## config.mk

```make
export PLATFORM = sky130hd
export DESIGN_NAME = snpdd_ram
export DESIGN_NICKNAME = d
export VERILOG_FILES = /design/src/design/snpdd_ram.sv
export SDC_FILE = /design/constraint.sdc
export NUM_CORES = 1
export LEC_CHECK = 0
export BUFFER_PORTS_ARGS = -buffer_cell sky130_fd_sc_hd__clkbuf_2
export CORE_MARGIN = 3
export CORE_UTILIZATION = 63
export CTS_BUF_LIST = sky130_fd_sc_hd__clkbuf_4
export DETAILED_ROUTE_END_ITERATION = 6
export PLACE_DENSITY = 0.84
export RECOVER_POWER = 25
export SLEW_MARGIN = 10
export SYNTH_ARGS = -nofsm -noshare
export SYNTH_HDL_FRONTEND = slang
export SYNTH_SLANG_ARGS = --single-unit
export TNS_END_PERCENT = 1
```

## constraint.sdc

```tcl
create_clock -name clk -period 2.25 [get_ports clk]
set_input_delay 0.45 -clock clk [delete_from_list [all_inputs] [get_ports clk]]
set_output_delay 0.45 -clock clk [all_outputs]
set_load 0.05 [all_outputs]
```

## src/design/snpdd_ram.sv

```systemverilog
module snpdd_ram #(
    parameter int WIDTH = 8,
    parameter int DEPTH = 16,
    localparam int AW   = (DEPTH > 1) ? $clog2(DEPTH) : 1
) (
    input  logic             clk,
    input  logic             we,
    input  logic [AW-1:0]    waddr,
    input  logic [WIDTH-1:0] wdata,
    input  logic [AW-1:0]    raddr,
    output logic [WIDTH-1:0] rdata
);

    logic [WIDTH-1:0] mem_reg [DEPTH];
    logic [WIDTH-1:0] rdata_reg;

    always_ff @(posedge clk)
    begin
        if (we)
        begin
            mem_reg[waddr] <= wdata;
        end
        rdata_reg <= mem_reg[raddr];
    end

    assign rdata = rdata_reg;

endmodule

```

# After elaboration in Yosys (flattened, before gate mapping)
# Memory sizes are Yosys's and may differ from the RTL's. A register that Yosys moved wholly into a read port is not among the register bits.
# Index checks and enable logic that the tools add are counted.
# classes
muxes	2
# op_table
op	count
1-bit two-way mux	2
# word_totals
ff_bits	0
input_bits	18
ram_bits	128
n_memories	1
elab_cells	3
out_inout_bits	8
# memory_table
name	depth	word_bits	rd	rd_clocked_by_memory_dff	write_ports	line_no	text
mem_reg	16	8	1	1	1	14	logic [WIDTH-1:0] mem_reg [DEPTH];

# Depth between registers and ports, before layout
# Gate-level depths: netlist of run 1.
# depth
depth_word	2
ltp_mapped	5
ltp_nobuf	3

# Least setup slack after synthesis of run 1
# Ideal clock, no wire load.
# synth_path
path_type	input to register
from	input waddr[2]
to	memory mem_reg[0][0], enable pin
setup_time_ns	0.383
path_slack_ns	0.307
n_path_buf	0
cell_stages	2
arrival_time_ns	1.560
t_required_ns	1.867
path_cell_list	or3b_2 nor3_1
# synth_lines
item	line_no	text
from (decl)	8	input logic [AW-1:0] waddr,
to (decl)	14	
# No word-level cell before the write port.

# Worst setup path after layout of run 1
# layout_path
from	register rdata_reg[6] (netlist: rdata[6]), read port of mem_reg
to	output rdata[6]
# layout_lines
item	line_no	text
from (decl)	15	logic [WIDTH-1:0] rdata_reg;
to (decl)	11	output logic [WIDTH-1:0] rdata
# No word-level cell between the ends.

==> results.py, run 1 <==
metrics = {
    "run_status": {
        "outcome": "completed",
    },
    "finish": {
        "syn_to_final_growth_pct": 12.49,
        "stdcell_count": 397,
        "regArea_um2": 4004,
        "multi_input_area_um2": 1057,
        "nets": 300,
        "diodes": 0,
        "fill_cells": 455,
        "largest_reg_flops": 128,
        "final_layout_size_suffix_gt1_share_pct": 28.81,
    },
    "clock_tree": {
        "cts_setup_buffers": 0,
        "clk_pin_slew_ps": 110,
        "cts_resized": 0,
        "clockBufferDepth": 2,
        "cts_made_buffers": 17,
        "clock-sinks": 136,
        "h-tree-depth": 4,
        "cts_tree": "yes",
        "insertion_delay_ps": 510,
        "hold_buffers": 0,
        "clockRootBuffer": "clkbuf_4",
    },
    "sta": {
        "tightest_slew_ps": 729.9,
        "finalSetupViolCount": 0,
        "fin_skew_ps": 15.45,
        "min_period_over_period_pct": 72.21,
        "finalWorstSetupSlack_ps": 625.2,
        "drv_slew": 0,
        "hold_viol_final": 0,
        "hold_slack_ps": 396.4,
        "setup_tns_ps": 0,
        "grt_setup_unrepaired": "no",
        "post-route-min-period_ps": 1625,
        "max_freq_mhz": 615.5,
        "slew_headroom_pct": 51.24,
    },
    "grt": {
        "grt_pass1_vias": 2416,
        "grt_pass1_wl_um": 13830,
        "grt_usage_pct": 22.29,
        "grt-ovfl-total": 0,
        "grt_antenna_before_repair": 0,
        "grt_max_degree": 33,
    },
    "worst_setup_path": {
        "crit_path_start_kind": "register",
        "crit_buf_inv": 1,
        "crit_fanout": 1,
        "crit_required_ps": 1800,
        "crit_family": "flip-flops",
        "worstPathCellList": "clkbuf_2",
        "worstSetupEndpointType": "output port",
        "max_stage_delay_ps": 380,
        "worstSetupPathType": "reg -> out",
        "worstPathArrival_ps": 1170,
        "crit_path_top_delay_cell": "dfxtp_1",
    },
    "die": {
        "start_util_pct": 65.59,
        "design.core.area_um2": 7848,
        "rows": 32,
        "die_width_um": 96.39,
        "io_pins": 26,
        "die_area_um2": 9291,
        "dieHeight_um": 96.39,
    },
    "synth": {
        "synth_top_area_cell": "edfxtp_1",
        "syn_nets": 247,
        "synth.avg_cell_area_um2": 22.48,
        "synth-seq-area-share_pct": 77.78,
        "synthesis.area_um2": 5147,
        "synth_cells": 229,
        "synth.most_common_cell": "edfxtp_1",
        "ys_types": 19,
        "synth_top_area_share_pct": 74.67,
        "synth_area_leaders": "edfxtp_1, mux4_2, mux4_1",
        "yosys-top-cells-count": "edfxtp_1, mux4_2, a22oi_1",
        "ys_ff_latch": 136,
        "ys_async_sr_fraction_pct": 0,
        "ys.warnings.count": 0,
        "ys.flop_type": "edfxtp_1",
        "synth_edf_count": 128,
    },
    "placed_design": {
        "port_buffers": 25,
        "dp_cells": 365,
        "gp_congestion": 0.7679,
        "dp_hpwl_um": 5633,
        "place_ws_ps": 262.9,
    },
    "routing": {
        "wl_met2_um": 4615,
        "drt_wl_total_um": 9003,
        "wl_met1_um": 3477,
        "vias": 2435,
        "first_iter_violations": 190,
        "drcViolationCount": 0,
        "drtPass1Iterations": 4,
        "wire_per_inst_um": 22.68,
        "ant_nets": 0,
        "top_layer_used": "met4",
        "wl_met3_um": 795,
        "viasPerCell": 6.134,
    },
    "power": {
        "peakVddDrop_v": 0.0005286,
        "p_per_area_nw_per_um2": 839.6,
        "power_leakage_nw": 1.952,
    },
    "worst_hold_path": {
        "hp-class": "in -> reg",
    },
    "job": {
        "max_cap_violations": 0,
    },
}
final timing paths:
check                 start            end  slack (ps)  cells after the start
max                rdata[6]       rdata[6]         630                      1
min                wdata[5]  mem_reg[7][5]         400                      1
max reg2reg   mem_reg[1][2]       rdata[2]         860                      3
min reg2reg  mem_reg[14][2]       rdata[2]         680                      3
logic make-up after synthesis:
kind of cell / share of synthesized area, %
buffers and inverters: 1.677
DFF: 77.78
AOI/OAI and AO/OA: 2.334
muxes: 15.02
and+or+nand+nor: 3.184
power breakdown:
part | total [mW] | internal [mW] | switching, mW
Combinational | 0.307 | 0.111 | 0.195
Clock | 1.71 | 0.884 | 0.823
Sequential | 2.85 | 2.83 | 0.0193
Total | 4.86 | 3.82 | 1.04
placed cells by master, fill, tap and decap left out:
| master | n |
|---|---|
| a22oi_1 | 16 |
| and2_1 | 1 |
| and2b_1 | 1 |
| buf_12 | 2 |
| buf_4 | 17 |
| bufinv_16 | 4 |
| clkbuf_1 | 7 |
| clkbuf_2 | 18 |
| clkbuf_4 | 18 |
| clkinv_1 | 3 |
| clkinv_2 | 2 |
| clkinv_4 | 3 |
| clkinvlp_4 | 2 |
| dfxtp_1 | 8 |
| edfxtp_1 | 128 |
| mux4_1 | 14 |
| mux4_2 | 18 |
| nand2_1 | 9 |
| nand2b_1 | 2 |
| nand3_1 | 1 |
| nand3b_1 | 2 |
| nor2_1 | 13 |
| nor2b_1 | 1 |
| nor3_1 | 4 |
| or3b_2 | 1 |
layout make-up:
class / count / share of cell area [%]
multi-input cells: 83 / 18.26
flip-flops and latches: 136 / 69.14
repair buffers: 44 / 4.905
clock inverters: 14 / 3.155
well taps: 102 / 2.204
clock buffers: 18 / 2.334
metrics by stage:
stage / power [mW] / area (um^2) / utilization [%]
2_1_floorplan: 3.100 / 5147 / -
3_3_place_gp: 3.206 / 5482 / 69.85
3_5_place_dp: 3.217 / 5482 / 69.85
4_1_cts: 4.904 / 5799 / 73.90
5_1_grt: 5.056 / 5791 / 73.79
6_report: 4.862 / 5791 / 73.79
metal layers:
layer	vias to the layer above	GRT usage, %
li1	1084	-
met1	1228	30.71
met2	112	35.02
met3	11	6.042
met4	0	8.061
met5	-	0
Power figures use the tool's default switching activity.
==> inputs of run 2 (changes only) <==
--- a/config.mk
+++ b/config.mk
@@ -7,10 +7,10 @@
 export LEC_CHECK = 0
 export BUFFER_PORTS_ARGS = -buffer_cell sky130_fd_sc_hd__clkbuf_2
 export CORE_MARGIN = 3
-export CORE_UTILIZATION = 63
+export CORE_UTILIZATION = 57
 export CTS_BUF_LIST = sky130_fd_sc_hd__clkbuf_4
 export DETAILED_ROUTE_END_ITERATION = 6
-export PLACE_DENSITY = 0.84
+export PLACE_DENSITY = 0.8
 export RECOVER_POWER = 25
 export SLEW_MARGIN = 10
 export SYNTH_ARGS = -nofsm -noshare
==> constraint.sdc (replaced) <==
create_clock -name clk -period 1.4 [get_ports clk]
set_input_delay 0.28 -clock clk [delete_from_list [all_inputs] [get_ports clk]]
set_output_delay 0.28 -clock clk [all_outputs]
set_load 0.05 [all_outputs]
==> run 2 against run 1 <==
Against the previous run:
- sequential cell count is the same
- routed wire length up 4.0%
- register-to-register slack worse by 790 ps
- via count increased by 3.1%
- clock power grew 56%
- hold slack worse by 200 ps
- critical endpoint is now rdata[7]
- sequential power rose by 61%
- critical path type unchanged
- utilization is 5.7 points lower
- critical path depth is the same
- design area up 3.1%
- clock-buffer cell count is the same
- total power rose by 61%
==> results.py, run 2 (synthesis gave the netlist of run 1 again) <==
metrics = {
    "clock_tree": {
        "hold_buffers": 0,
        "cts_tree": "yes",
        "clk_pin_slew_ps": 120,
        "h-tree-depth": 4,
        "clock-sinks": 136,
        "insertion_delay_ps": 520,
        "clockRootBuffer": "clkbuf_4",
        "cts_made_buffers": 17,
        "clockBufferDepth": 2,
    },
    "sta": {
        "finalSetupViolCount": 0,
        "max_freq_mhz": 736.2,
        "post-route-min-period_ps": 1358,
        "hold_viol_final": 0,
        "fin_skew_ps": 19.06,
        "slew_headroom_pct": 47.52,
        "grt_setup_unrepaired": "yes",
        "tightest_slew_ps": 785.6,
        "min_period_over_period_pct": 97.02,
        "finalWorstSetupSlack_ps": 41.69,
        "drv_slew": 0,
    },
    "placed_design": {
        "gp_congestion": 0.7417,
        "dp_hpwl_um": 6321,
        "port_buffers": 25,
        "dp_cells": 381,
        "place_ws_ps": -308.0,
    },
    "worst_hold_path": {
        "hp-class": "in -> reg",
    },
    "finish": {
        "stdcell_count": 413,
        "diodes": 0,
        "final_layout_size_suffix_gt1_share_pct": 35.08,
        "largest_reg_flops": 128,
        "syn_to_final_growth_pct": 15.97,
        "fill_cells": 560,
        "final_common_cell": "edfxtp_1",
        "final_util_pct": 68.12,
        "nets": 310,
        "layout_common_cells": "edfxtp_1, buf_4, mux4_2, clkbuf_4",
    },
    "grt": {
        "grt_antenna_before_repair": 0,
        "grt_pass1_wl_um": 14570,
        "grt_pass1_vias": 2627,
        "grt_max_degree": 17,
        "grt-ovfl-total": 0,
        "grt_usage_pct": 20.37,
    },
    "power": {
        "p_total_mw": 7.822,
        "p_per_area_nw_per_um2": 1310,
        "peakVddDrop_v": 0.0006896,
        "power_leakage_nw": 2.023,
    },
    "die": {
        "start_util_pct": 58.74,
        "design.core.area_um2": 8763,
        "rows": 34,
        "dieHeight_um": 101.0,
        "die_area_um2": 10210,
        "die_width_um": 101.0,
        "io_pins": 26,
    },
    "routing": {
        "first_iter_violations": 221,
        "drcViolationCount": 0,
        "drtPass1Iterations": 5,
        "vias": 2510,
        "viasPerCell": 6.077,
        "drt_wl_total_um": 9361,
        "ant_nets": 0,
        "wire_per_inst_um": 22.67,
    },
    "worst_setup_path": {
        "worstPathCellList": "clkbuf_16",
        "max_stage_delay_ps": 390,
        "crit_path_top_delay_cell": "dfxtp_2",
        "crit_path_start_kind": "register",
        "crit_buf_inv": 1,
        "worstSetupEndpointType": "output port",
        "crit_fanout": 1,
        "crit_family": "flip-flops",
        "worstPathArrival_ps": 1080,
        "crit_required_ps": 1120,
        "worstSetupPathType": "reg -> out",
    },
    "job": {
        "max_cap_violations": 0,
    },
    "run_status": {
        "outcome": "completed",
    },
}
-- run 2: cell types whose count changed in the layout (fill, tap and decap cells not counted), sizes merged --
cell,previous run,this run
clkinvlp,2,3
bufinv,4,3
inv,0,1
clkinv,8,7
clkbuf,43,39
buf,19,33
-- run 2: worst register-to-register path: stages, from the launching register on --
cell and delay (ps):
edfxtp_1 380, mux4_1 510, a22oi_1 260, nand2_1 90
-- run 2: area by class of cell --
type / instances / area [um^2] / area share (%)
Multi-Input combinational cell: 83 / 1074 / 17.98
Sequential cell: 136 / 4009 / 67.16
Clock buffer: 18 / 135.1 / 2.264
Tap cell: 108 / 135.1 / 2.264
Clock inverter: 14 / 175.2 / 2.934
Timing Repair Buffer: 54 / 441.7 / 7.399
-- run 2: what timing repair did --
action / in CTS / in global routing
buffers inserted: 0 / 0
endpoints found under the setup margin: 8 / 10
cloned: 0 / 0
resized for setup: 15 / 10
-- run 2: per-layer routing --
| layer | track usage, % | share of wire [%] |
|---|---|---|
| met3 | 5.606 | 6.4 |
| met1 | 27.65 | 41 |
| met2 | 31.34 | 51 |
| met4 | 9.100 | 1.7 |
| met5 | 0 | 0 |
-- run 2: final timing paths --
check                                    start             to  slack (ps)  cells after the start
worst min register to register  mem_reg[13][1]       rdata[1]         690                      3
worst max-delay path                  rdata[7]       rdata[7]          40                      1
worst max register to register   mem_reg[0][2]       rdata[2]          70                      3
worst min-delay path                  wdata[1]  mem_reg[6][1]         200                      1
-- run 2: metrics by stage --
step,TNS [ps],hold WS (ps),cell area [um^2]
4_1_cts,-11.99,137.9,5963
5_1_grt,-57.97,175.4,5969
3_3_place_gp,-5048,656.8,5594
6_report,0,196.6,5969
2_1_floorplan,-5808,378.9,5152
3_5_place_dp,-8316,666.0,5594
-- run 2: report_power, final --
part	leakage [nW]	total (mW)	internal [mW]	switching (mW)
registers	1.22	4.58	4.55	0.0303
logic	0.640	0.573	0.240	0.333
clock network	0.159	2.67	1.27	1.40
